[config.mk]
export PLATFORM = sky130hd
export DESIGN_NAME = max_heap_priority_queue_core
export DESIGN_NICKNAME = d
export VERILOG_FILES = /design/src/hw/rtl/mhpq_pkg.sv /design/src/hw/rtl/max_heap_priority_queue_core.sv /design/src/hw/rtl/mhpq_heap_ram.sv
export VERILOG_INCLUDE_DIRS = /design/src /design/src/hw/rtl
export SDC_FILE = /design/constraint.sdc
export NUM_CORES = 1
export LEC_CHECK = 0
export BUFFER_PORTS_ARGS = -buffer_cell sky130_fd_sc_hd__buf_2
export CAP_MARGIN = 40
export CORE_ASPECT_RATIO = 0.75
export CORE_UTILIZATION = 30
export CTS_BUF_LIST = sky130_fd_sc_hd__clkbuf_8
export DETAILED_ROUTE_END_ITERATION = 10
export GPL_TIMING_DRIVEN = 0
export PLACE_DENSITY = 0.49
export SLEW_MARGIN = 20
export SYNTH_ARGS = -nofsm -noshare
export SYNTH_HDL_FRONTEND = slang
export SYNTH_SLANG_ARGS = --single-unit
[constraint.sdc]
create_clock -name clk -period 5.6 [get_ports clk]
set_input_delay 0.56 -clock clk [delete_from_list [all_inputs] [get_ports clk]]
set_output_delay 0.56 -clock clk [all_outputs]
set_load 0.05 [all_outputs]
[src/hw/rtl/max_heap_priority_queue_core_assert.svh]
// Assertion macros shared by the heap queue RTL. Each macro checks at the
// rising clock edge and is disabled while the active-low reset is asserted.
`ifndef MAX_HEAP_PRIORITY_QUEUE_CORE_ASSERT_SVH
`define MAX_HEAP_PRIORITY_QUEUE_CORE_ASSERT_SVH

`ifndef SYNTHESIS

// The consequent must hold in the same cycle as the antecedent.
`define MHPQ_ASSERT_IMPLIES(label, clk, rst_n, ante, cons) \
	label: assert property (@(posedge clk) disable iff (!rst_n) (ante) |-> (cons)) \
		else $error("heap queue check failed: implication");

// The consequent must hold in the cycle after the antecedent.
`define MHPQ_ASSERT_NEXT(label, clk, rst_n, ante, cons) \
	label: assert property (@(posedge clk) disable iff (!rst_n) (ante) |=> (cons)) \
		else $error("heap queue check failed: next-cycle implication");

// The condition must never be seen true.
`define MHPQ_ASSERT_NEVER(label, clk, rst_n, cond) \
	label: assert property (@(posedge clk) disable iff (!rst_n) !(cond)) \
		else $error("heap queue check failed: forbidden condition");

`else

`define MHPQ_ASSERT_IMPLIES(label, clk, rst_n, ante, cons)
`define MHPQ_ASSERT_NEXT(label, clk, rst_n, ante, cons)
`define MHPQ_ASSERT_NEVER(label, clk, rst_n, cond)

`endif

`endif

[src/hw/rtl/mhpq_pkg.sv]
package mhpq_pkg;

	// Fixed widths of the command and result words.
	localparam int VALUE_W = 32;
	localparam int COUNT_W = 5;

	typedef logic [1:0] op_t;
	typedef logic [1:0] status_t;

	// Operation codes.
	localparam op_t OP_INSERT = 2'd0;
	localparam op_t OP_REMOVE = 2'd1;
	localparam op_t OP_PEEK   = 2'd2;

	// Status codes.
	localparam status_t STATUS_OK        = 2'd0;
	localparam status_t STATUS_OVERFLOW  = 2'd1;
	localparam status_t STATUS_UNDERFLOW = 2'd2;

endpackage

[src/hw/rtl/max_heap_priority_queue_core.sv]
// Binary max-heap priority queue with a command-style interface.
// A command word (op, value) is taken at a rising edge where start is high
// and busy is low. The op selects insert, remove maximum or peek maximum.
// Every command returns exactly one result word, shown on result_value,
// status and entry_count for one cycle while done is high, in the cycle
// right after the command was taken. The receiver cannot stall the result.
// Keys live in a synchronous RAM with one write and two read ports; the key
// that is being sifted stays in a register and the hole it leaves moves
// through the tree, so each level costs a read step and then a compare and
// write step. A remove first fetches the last entry (LAST_RD, LAST_LD), but
// then walks a tree that is one level shallower. Peek, error cases and the
// unused op code never raise busy. While busy is high no new command word
// is taken; how long busy stays high is bounded by the depth of the tree
// and the RAM read latency.
// Reset empties the queue at once; no clearing pass runs, since only live
// entries are ever used. A copy of the root is held in a register so that
// peek and remove answer without a RAM read.
module max_heap_priority_queue_core #(
	parameter int DEPTH     = 16,
	parameter int KEY_WIDTH = 32
) (
	input  logic                                  clk,
	input  logic                                  arst_n,
	input  logic                                  start,
	output logic                                  busy,
	input  mhpq_pkg::op_t                         op,
	input  logic signed [mhpq_pkg::VALUE_W-1:0]   value,
	output logic                                  done,
	output logic signed [mhpq_pkg::VALUE_W-1:0]   result_value,
	output mhpq_pkg::status_t                     status,
	output logic [mhpq_pkg::COUNT_W-1:0]          entry_count
);

	import mhpq_pkg::*;

`include "max_heap_priority_queue_core_assert.svh"

	localparam int IDX_W = (DEPTH > 1) ? $clog2(DEPTH) : 1;
	localparam int CNT_W = $clog2(DEPTH + 1);
	// Child indexes reach 2*DEPTH, so they need two bits more than an index.
	localparam int CH_W  = IDX_W + 2;

	// Sequencer states.
	localparam logic [2:0] ST_IDLE    = 3'd0;
	localparam logic [2:0] ST_UP_CHK  = 3'd1;
	localparam logic [2:0] ST_UP_CMP  = 3'd2;
	localparam logic [2:0] ST_LAST_RD = 3'd3;
	localparam logic [2:0] ST_LAST_LD = 3'd4;
	localparam logic [2:0] ST_DN_CHK  = 3'd5;
	localparam logic [2:0] ST_DN_CMP  = 3'd6;

	logic [2:0]                  state_q, state_d;
	logic [CNT_W-1:0]            count_q, count_d;
	logic [IDX_W-1:0]            pos_q, pos_d;
	logic signed [KEY_WIDTH-1:0] key_q, key_d;
	logic signed [KEY_WIDTH-1:0] root_q;
	logic                        done_q;
	logic signed [VALUE_W-1:0]   result_q, result_d;
	status_t                     status_q, status_d;
	logic [COUNT_W-1:0]          ecount_q;

	logic                        accept;
	logic signed [KEY_WIDTH-1:0] key_in;

	// RAM port signals.
	logic                        mem_we;
	logic [IDX_W-1:0]            mem_waddr;
	logic signed [KEY_WIDTH-1:0] mem_wdata;
	logic [IDX_W-1:0]            mem_raddr_a;
	logic [IDX_W-1:0]            mem_raddr_b;
	logic signed [KEY_WIDTH-1:0] rd_a;
	logic signed [KEY_WIDTH-1:0] rd_b;

	// Tree navigation around the hole.
	logic [IDX_W-1:0]            parent_idx;
	logic [CH_W-1:0]             left_idx;
	logic [CH_W-1:0]             right_idx;
	logic                        left_live;
	logic                        right_live;
	logic                        take_right;
	logic signed [KEY_WIDTH-1:0] big_val;
	logic [IDX_W-1:0]            big_idx;

	mhpq_heap_ram #(
		.DEPTH (DEPTH),
		.WIDTH (KEY_WIDTH)
	) u_ram (
		.clk     (clk),
		.we      (mem_we),
		.waddr   (mem_waddr),
		.wdata   (mem_wdata),
		.raddr_a (mem_raddr_a),
		.raddr_b (mem_raddr_b),
		.rdata_a (rd_a),
		.rdata_b (rd_b)
	);

	assign busy   = (state_q != ST_IDLE);
	assign accept = start && !busy;

	// The 32-bit command value is narrowed or sign-extended to the key width.
	assign key_in = KEY_WIDTH'(value);

	assign parent_idx = IDX_W'((pos_q - IDX_W'(1)) >> 1);
	assign left_idx   = {1'b0, pos_q, 1'b1};
	assign right_idx  = left_idx + CH_W'(1);
	assign left_live  = (left_idx < CH_W'(count_q));
	assign right_live = (right_idx < CH_W'(count_q));

	// The larger child wins; on equal keys the right child is taken.
	assign take_right = right_live && !(rd_a > rd_b);
	assign big_val    = take_right ? rd_b : rd_a;
	assign big_idx    = take_right ? right_idx[IDX_W-1:0] : left_idx[IDX_W-1:0];

	always_comb begin
		state_d     = state_q;
		count_d     = count_q;
		pos_d       = pos_q;
		key_d       = key_q;
		result_d    = result_q;
		status_d    = status_q;
		mem_we      = 1'b0;
		mem_waddr   = pos_q;
		mem_wdata   = key_q;
		mem_raddr_a = pos_q;
		mem_raddr_b = pos_q;

		case (state_q)
			ST_IDLE: begin
				if (accept) begin
					result_d = '0;
					status_d = STATUS_OK;
					case (op)
						OP_INSERT: begin
							if (count_q == CNT_W'(DEPTH)) begin
								status_d = STATUS_OVERFLOW;
							end else begin
								// The new key starts at the first free slot and moves up.
								key_d   = key_in;
								pos_d   = count_q[IDX_W-1:0];
								count_d = count_q + CNT_W'(1);
								state_d = ST_UP_CHK;
							end
						end
						OP_REMOVE: begin
							if (count_q == '0) begin
								status_d = STATUS_UNDERFLOW;
							end else begin
								result_d = VALUE_W'(root_q);
								count_d  = count_q - CNT_W'(1);
								// Removing the only entry leaves nothing to sift.
								if (count_q != CNT_W'(1)) begin
									state_d = ST_LAST_RD;
								end
							end
						end
						OP_PEEK: begin
							if (count_q == '0) begin
								status_d = STATUS_UNDERFLOW;
							end else begin
								result_d = VALUE_W'(root_q);
							end
						end
						default: begin
							status_d = STATUS_OK;
						end
					endcase
				end
			end
			ST_UP_CHK: begin
				if (pos_q == '0) begin
					mem_we    = 1'b1;
					mem_waddr = '0;
					mem_wdata = key_q;
					state_d   = ST_IDLE;
				end else begin
					mem_raddr_a = parent_idx;
					state_d     = ST_UP_CMP;
				end
			end
			ST_UP_CMP: begin
				mem_we = 1'b1;
				if (key_q > rd_a) begin
					// The parent moves down into the hole.
					mem_waddr = pos_q;
					mem_wdata = rd_a;
					pos_d     = parent_idx;
					state_d   = ST_UP_CHK;
				end else begin
					mem_waddr = pos_q;
					mem_wdata = key_q;
					state_d   = ST_IDLE;
				end
			end
			ST_LAST_RD: begin
				// count_q already points at the old last entry.
				mem_raddr_a = count_q[IDX_W-1:0];
				state_d     = ST_LAST_LD;
			end
			ST_LAST_LD: begin
				key_d   = rd_a;
				pos_d   = '0;
				state_d = ST_DN_CHK;
			end
			ST_DN_CHK: begin
				if (!left_live) begin
					mem_we    = 1'b1;
					mem_waddr = pos_q;
					mem_wdata = key_q;
					state_d   = ST_IDLE;
				end else begin
					mem_raddr_a = left_idx[IDX_W-1:0];
					mem_raddr_b = right_idx[IDX_W-1:0];
					state_d     = ST_DN_CMP;
				end
			end
			ST_DN_CMP: begin
				mem_we    = 1'b1;
				mem_waddr = pos_q;
				if (big_val > key_q) begin
					// The larger child moves up into the hole.
					mem_wdata = big_val;
					pos_d     = big_idx;
					state_d   = ST_DN_CHK;
				end else begin
					mem_wdata = key_q;
					state_d   = ST_IDLE;
				end
			end
			default: begin
				state_d = ST_IDLE;
			end
		endcase
	end

	always_ff @(posedge clk or negedge arst_n) begin
		if (!arst_n) begin
			state_q <= ST_IDLE;
			count_q <= '0;
			done_q  <= 1'b0;
		end else begin
			state_q <= state_d;
			count_q <= count_d;
			done_q  <= accept;
		end
	end

	always_ff @(posedge clk) begin
		pos_q <= pos_d;
		key_q <= key_d;
		// Keep the root copy in step with every write to the top slot.
		if (mem_we && (mem_waddr == '0)) begin
			root_q <= mem_wdata;
		end
		if (accept) begin
			result_q <= result_d;
			status_q <= status_d;
			ecount_q <= COUNT_W'(count_d);
		end
	end

	assign done         = done_q;
	assign result_value = result_q;
	assign status       = status_q;
	assign entry_count  = ecount_q;

	`MHPQ_ASSERT_NEVER(a_count_range, clk, arst_n, count_q > CNT_W'(DEPTH))
	`MHPQ_ASSERT_NEXT(a_done_after_accept, clk, arst_n, accept, done)
	`MHPQ_ASSERT_IMPLIES(a_done_needs_accept, clk, arst_n, done, $past(accept))
	`MHPQ_ASSERT_IMPLIES(a_write_only_busy, clk, arst_n, mem_we, busy)
	`MHPQ_ASSERT_IMPLIES(a_count_matches, clk, arst_n, done, entry_count == COUNT_W'(count_q))

endmodule

[src/hw/rtl/mhpq_heap_ram.sv]
module mhpq_heap_ram #(
	parameter int DEPTH = 16,
	parameter int WIDTH = 32
) (
	input  logic                     clk,
	input  logic                     we,
	input  logic [$clog2(DEPTH)-1:0] waddr,
	input  logic [WIDTH-1:0]         wdata,
	input  logic [$clog2(DEPTH)-1:0] raddr_a,
	input  logic [$clog2(DEPTH)-1:0] raddr_b,
	output logic [WIDTH-1:0]         rdata_a,
	output logic [WIDTH-1:0]         rdata_b
);

	// One write port and two registered read ports.
	logic [WIDTH-1:0] mem [DEPTH];

	always_ff @(posedge clk) begin
		if (we) begin
			mem[waddr] <= wdata;
		end
	end

	always_ff @(posedge clk) begin
		rdata_a <= mem[raddr_a];
		rdata_b <= mem[raddr_b];
	end

endmodule
**Yosys cells after proc, flatten, opt, wreduce, memory -nomap -nowiden**

Memories as Yosys holds them, arrays and structs flattened. A register that Yosys moved wholly into a read port is not among the register bits.
Cells that the tools add are included.

- Register bits: 116
- RAM bits: 512
- Bits of input ports: 37
- Logic and storage cells: 104
- Memories kept: 1

Memory list:

| name | depth | bits a word | rd ports | clocked after Yosys merged registers in | write ports | line | RTL |
|---|---|---|---|---|---|---|---|
| u_ram.mem | 16 | 32 | 2 | 2 | 1 | mhpq_heap_ram.sv:16 | `logic [WIDTH-1:0] mem [DEPTH];` |

- $add $sub $neg: 4
- $lt $le $gt $ge: 5
- Equal/unequal tests: 19
- Multiplexer cells: 45
- Bitwise gates (word level): 1
- Reduce and logical (&&, ||, !) cells: 20

Operators with widths:

| cell | count |
|---|---|
| two-way mux 32 bit | 6 |
| one-hot mux 32 bit (2 select lines) | 2 |
| > comparator 32 bit | 3 |
| two-way mux 4 bit | 12 |
| one-hot mux 3 bit (7 select lines) | 1 |
| two-way mux 5 bit | 4 |
| two-way mux 3 bit | 6 |
| one-hot mux 4 bit (4 select lines) | 1 |
| one-hot mux 4 bit (3 select lines) | 1 |
| one-hot mux 5 bit (2 select lines) | 1 |
| == test 3 bit (second input constant) | 3 |
| inequality test 3 bit (second input constant) | 3 |
| zero test 4 bit | 2 |
| inequality test 2 bit (second input constant) | 4 |
| adder 5 x 1 -> 6 bit (second input constant) | 1 |
| == test 3 x 2 -> 1 bit (second input constant) | 2 |
| < comparator 6 x 5 -> 1 bit | 1 |
| two-way mux 1 bit | 6 |
| one-hot mux 3 bit (2 select lines) | 1 |
| AND reduction 6 bit | 1 |
| OR reduction 2 bit | 3 |
| adder 5 x 1 -> 5 bit (second input constant) | 1 |
| == test 5 bit (second input constant) | 1 |
| zero test 5 bit | 1 |
| 23 further kinds | 27 |

**Longest topological paths before layout**

- Depth after elaboration: 7
- Gate-level depth with buffers: 23
- Depth with buffers taken out: 17

**Modules after synthesis**

A second synthesis with hierarchy kept.

- Cells, all modules: 2,046
- Area total of the unflattened synthesis: 32,763.9 um^2

Modules (own cells, without submodules):

| module | instances | cells each | area each (um^2) |
|---|---|---|---|
| mhpq_heap_ram | 1 | 1,141 | 24,203.2 |
| max_heap_priority_queue_core | 1 | 905 | 8,560.7 |

**Least setup slack after synthesis**

Ideal clock, no wire load.

- Path kind: reg2reg
- From: register pos_q[0]
- To: memory u_ram.mem[0][10], data pin
- Setup time: 0.302 ns
- Arrival time: 5.517 ns
- Required time: 5.298 ns
- Setup slack: -0.219 ns
- Cell stages (with the launch flop): 24
- Period minus slack after synthesis: 5.819 ns
- Cells stage by stage: edfxtp_1 -> buf_2 -> buf_2 -> clkbuf_1 -> clkbuf_1 -> buf_1 -> nand3_1 -> xnor2_1 -> ha_1 -> nand2_1 -> nand2_1 -> a31oi_1 -> nand2_1 -> buf_6 -> mux2i_1 -> ha_1 -> nand4_1 -> nor3_1 -> nand2_1 -> a2111oi_0 -> a21o_1 -> nand3_1 -> buf_2 -> o221ai_1

- Word-level cells in the longest chain between the ends: 7

Ends and longest elaborated chain:

| element | line | RTL |
|---|---|---|
| from (decl) | max_heap_priority_queue_core.sv:54 | `logic [IDX_W-1:0] pos_q, pos_d;` |
| from (signal assigned) | max_heap_priority_queue_core.sv:249 | `pos_q <= pos_d;` |
| adder 5 x 1 -> 6 bit (*) | max_heap_priority_queue_core.sv:106 | `assign right_idx = left_idx + CH_W'(1);` |
| < comparator 6 x 5 -> 1 bit (*) | max_heap_priority_queue_core.sv:108 | `assign right_live = (right_idx < CH_W'(count_q));` |
| logical AND 1 bit (*) | max_heap_priority_queue_core.sv:111 | `assign take_right = right_live && !(rd_a > rd_b);` |
| two-way mux 32 bit (*) | max_heap_priority_queue_core.sv:112 | `assign big_val = take_right ? rd_b : rd_a;` |
| > comparator 32 bit | max_heap_priority_queue_core.sv:220 | `if (big_val > key_q) begin` |
| two-way mux 32 bit (*) | max_heap_priority_queue_core.sv:220 |  |
| one-hot mux 32 bit (2 select lines) (*) | max_heap_priority_queue_core.sv:128 | `case (state_q)` |
| via mem_wdata[10] | max_heap_priority_queue_core.sv:68 | `logic signed [KEY_WIDTH-1:0] mem_wdata;` |
| to (decl) | mhpq_heap_ram.sv:16 |  |

The timed path passes the listed nets; every way through them passes the cells marked *.

**Worst setup path in the final report**

- From: register pos_q[0]
- To: memory u_ram.mem[9][0], data pin

The elaborated chain is that of the path after synthesis.

==> flow_summary.yaml <==
outcome:
  run_status: "finished, final reports clean"
cts:
  tritoncts.num_buffers: 106
  cts.sink_count: 660
  cts_root_buf: "sky130_fd_sc_hd__clkbuf_8"
  cts.htree.levels: 3
  clkSlewWorstSetupHoldPaths_ns: 0.07
  clock_insertion_delay_worst_skew_ns: 0.82
  clock_tree.buffer_depth: 3
  cts_tree: "built"
placed_design:
  dpl.hpwl_um: 105000
  placedInstanceArea_sq_um: 37500
  finalWeightedCongestion: 0.940
  dp_worst_setup_slack_ns: -2.95
  post-place-cells: 4245
  port_buffers: 77
pwr:
  internal_power_mw: 15.4
  clock_power_share: 0.150
  cellPowerDensity_nw_per_um2: 716
  total_power_mw: 29.7
  comb_power_share: 0.610
  total_leakage_power_nw: 15.1
  p_seq_frac: 0.240
  power.switching_mw: 14.3
  vdd_ir_drop_max_v: 0.000384
  swShare: 0.481
synth:
  post_synth_main_area_contributors: "sky130_fd_sc_hd__edfxtp_1, sky130_fd_sc_hd__mux2_2, sky130_fd_sc_hd__ha_1, sky130_fd_sc_hd__dfxtp_1, sky130_fd_sc_hd__mux2i_1"
  synthesis.area_per_instance_sq_um: 12.8
  synth_top_area_frac: 0.525
  synth_cell_type_count: 72
  synth_warnings: 0
  synth.ff_latch_count: 660
  async_sr_flop_fraction: 0.0136
  synth.largest_area_cell: "sky130_fd_sc_hd__edfxtp_1"
  syn-instance-count: 2625
  seq_area_frac_synth: 0.570
  synthesis.nets: 2782
  syn_area_sq_um: 33600
  synth-edff-count: 587
  ys_dominant_reg_cell: "sky130_fd_sc_hd__edfxtp_1"
route:
  detail_route.vias_per_cell: 5.79
  drt_first_pass_iters: 6
  remaining_drc_errors: 0
  drtIter0Drc: 3465
  vias: 26234
  wl_per_cell_um: 32.2
  postRouteAntennaNets: 0
  routed_wl_um: 146000
floorplan:
  die_h_um: 292
  initial_utilization: 0.305
  num_rows: 105
  fp.dieArea_sq_um: 113000
  ioPinCount: 78
  fp.dieW_um: 388
  core-area_sq_um: 110000
sta:
  timing.final.crit_period_ns: 5.47
  total_negative_slack_for_setup_checks_ns: 0
  report.final.hold_viol_count: 0
  drv_slew: 0
  timing.max_slew.rel_slack: 0.347
  hold-worst-slack_ns: 0.0638
  fmaxAchievable_ghz: 0.183
  clock_skew_ns: 0.0406
  finalSetupViolCount: 0
  fin_ws_ns: 0.130
  period_share: 0.977
  worstMarginPinSlew_ns: 0.979
final_layout:
  synthToLayoutAreaGrowth_pct: 23.5
  design_area_sq_um: 41500
  final_nets: 3149
  share_of_final_layout_standard_cells_stronger_than_drive_strength_1: 0.260
  postLayoutCoreUtil: 0.377
  layout_commonest_cell: "sky130_fd_sc_hd__edfxtp_1"
  fillers: 10481
  non_filler_instance_count_after_layout: 4528
  layout.cells.most_common_list: "sky130_fd_sc_hd__edfxtp_1, sky130_fd_sc_hd__nand2_1, sky130_fd_sc_hd__mux2_2"
critical_path:
  crit_fanout: 11
  timing.critical_path.to_type: "register"
  worstSetupStartpointType: "register"
  criticalPathCategory: "reg2reg"
  critical_path_arrival_ns: 6.11
  required_ns: 6.24
  rrSetupSlack_ns: 0.13
global_routing:
  grt_antenna_before_repair: 2
  first_pass_grt_wire_length_um: 199000
  grt_overflow_total: 0
  grt_use_total: 0.251
  vias_in_the_first_global_route: 25790
  grt_start_max_net_pins: 25
run:
  max-cap-violations: 0
hold_path:
  hold_class: "in2reg"
==> timing repair <==
item / CTS / global route
hold buffers: 24 / 0
resized for setup: 83 / 47
setup endpoints to repair: 569 / 512
setup buffers: 41 / 13
pin swaps: 32 / 11
cloned: 0 / 3
endpoints found under the hold margin: 32 / 0
==> critical path, stage by stage, from the launching register on <==
cell and delay (ns):
sky130_fd_sc_hd__edfxtp_1 0.41, sky130_fd_sc_hd__buf_12 0.14, sky130_fd_sc_hd__clkinvlp_4 0.14, sky130_fd_sc_hd__buf_12 0.19
sky130_fd_sc_hd__clkbuf_16 0.19, sky130_fd_sc_hd__ha_4 0.27, sky130_fd_sc_hd__ha_1 0.27, sky130_fd_sc_hd__a21o_1 0.23
sky130_fd_sc_hd__a31oi_4 0.26, sky130_fd_sc_hd__nand2_4 0.12, sky130_fd_sc_hd__buf_12 0.18, sky130_fd_sc_hd__mux2i_4 0.22
sky130_fd_sc_hd__ha_4 0.31, sky130_fd_sc_hd__nand4_1 0.23, sky130_fd_sc_hd__nor4_4 0.36, sky130_fd_sc_hd__buf_4 0.15
sky130_fd_sc_hd__a21bo_2 0.22, sky130_fd_sc_hd__o211ai_1 0.08, sky130_fd_sc_hd__buf_4 0.19, sky130_fd_sc_hd__a21o_4 0.17
sky130_fd_sc_hd__a31oi_4 0.10, sky130_fd_sc_hd__buf_12 0.18, sky130_fd_sc_hd__buf_12 0.15, sky130_fd_sc_hd__o221ai_4 0.31
sky130_fd_sc_hd__buf_6 0.17
==> registers in the layout, summed over array words and instances (netlist names) <==
register and count:
u_ram.mem 512, count_q 5, key_q 32, entry_count 5
u_ram.rdata_b 32, pos_q 4, status 2, done 1
state_q 3, result_value 32, u_ram.rdata_a 32
==> kinds of logic (layout without fill, tap and decap cells) <==
kind of cell               Yosys count  in the layout  share of synthesized area
buffers and inverters              301            758                     0.0387
xor gates and xnor gates             3              3                   0.000783
muxes                              411            411                      0.146
and+or+nand+nor                    533            533                     0.0763
AOI/OAI and AO/OA                  597            597                      0.124
adders and majority gates          120            120                     0.0447
other                                0              2                          0
DFF                                660            660                      0.570
==> final timing paths <==
| path | startpoint | to | depth (start not counted) |
|---|---|---|---|
| min in group asynchronous | arst_n | state_q[1] | 2 |
| setup / recovery | pos_q[0] | u_ram.mem[9][0] | 24 |
| hold / removal | value[16] | key_q[16] | 3 |
| setup reg to reg | pos_q[0] | u_ram.mem[9][0] | 24 |
| hold reg to reg | u_ram.mem[0][16] | result_value[16] | 1 |
| max in group asynchronous | arst_n | count_q[3] | 2 |
==> synth_stat cells, types with 9 or more instances <==
| cell | count |
|---|---|
| sky130_fd_sc_hd__and2_1 | 35 |
| sky130_fd_sc_hd__buf_4 | 13 |
| sky130_fd_sc_hd__buf_2 | 73 |
| sky130_fd_sc_hd__a31oi_1 | 45 |
| sky130_fd_sc_hd__a21oi_1 | 103 |
| sky130_fd_sc_hd__nand2_1 | 218 |
| sky130_fd_sc_hd__dfxtp_1 | 64 |
| sky130_fd_sc_hd__mux4_2 | 36 |
| sky130_fd_sc_hd__o21a_1 | 38 |
| sky130_fd_sc_hd__a22oi_1 | 129 |
| sky130_fd_sc_hd__nand3_1 | 51 |
| sky130_fd_sc_hd__mux2_2 | 182 |
| sky130_fd_sc_hd__and3_1 | 10 |
| sky130_fd_sc_hd__inv_1 | 120 |
| sky130_fd_sc_hd__nor2_1 | 66 |
| sky130_fd_sc_hd__o31a_1 | 20 |
| sky130_fd_sc_hd__dfrtp_1 | 9 |
| sky130_fd_sc_hd__mux2_1 | 75 |
| sky130_fd_sc_hd__buf_1 | 15 |
| sky130_fd_sc_hd__a211oi_1 | 18 |
| sky130_fd_sc_hd__nor3_1 | 16 |
| sky130_fd_sc_hd__nand4_1 | 65 |
| sky130_fd_sc_hd__o22ai_1 | 41 |
| sky130_fd_sc_hd__o21ai_0 | 62 |
| sky130_fd_sc_hd__edfxtp_1 | 587 |
| sky130_fd_sc_hd__ha_1 | 120 |
| sky130_fd_sc_hd__o221ai_1 | 74 |
| sky130_fd_sc_hd__clkbuf_1 | 75 |
| sky130_fd_sc_hd__mux2i_1 | 118 |
| sky130_fd_sc_hd__nand2b_1 | 47 |
==> power by group through the flow <==
| stage | combinational, mW | sequential (mW) | clock [mW] |
|---|---|---|---|
| floorplan | 8.91 | 7.23 | 0 |
| global placement | 15.2 | 7.28 | 0 |
| finish | 18.1 | 7.11 | 4.46 |
| global route | 18.7 | 7.15 | 4.70 |
| detailed placement | 15.9 | 7.22 | 0 |
| CTS | 17.1 | 7.10 | 4.51 |
==> cell type report <==
cell class | instances | area [sq um] | area share
Antenna cell | 2 | 5.00 | 0.000121
Buffer | 178 | 1000 | 0.0242
Clock buffer | 115 | 1580 | 0.0382
Clock inverter | 83 | 611 | 0.0147
Inverter | 120 | 454 | 0.0110
Multi-Input combinational cell | 1664 | 14000 | 0.338
Sequential cell | 660 | 19100 | 0.462
Tap cell | 1444 | 1810 | 0.0436
Timing Repair Buffer | 262 | 2830 | 0.0683
==> layer usage <==
| layer | GRT usage | vias to the layer above | share of wire |
|---|---|---|---|
| met5 | 0 | - | 0 |
| met4 | 0.0956 | 0 | 0.040 |
| met3 | 0.0687 | 298 | 0.11 |
| met2 | 0.358 | 1635 | 0.41 |
| met1 | 0.359 | 13310 | 0.43 |
| li1 | - | 10991 | - |
No activity file was read; power rests on OpenSTA's default activity.
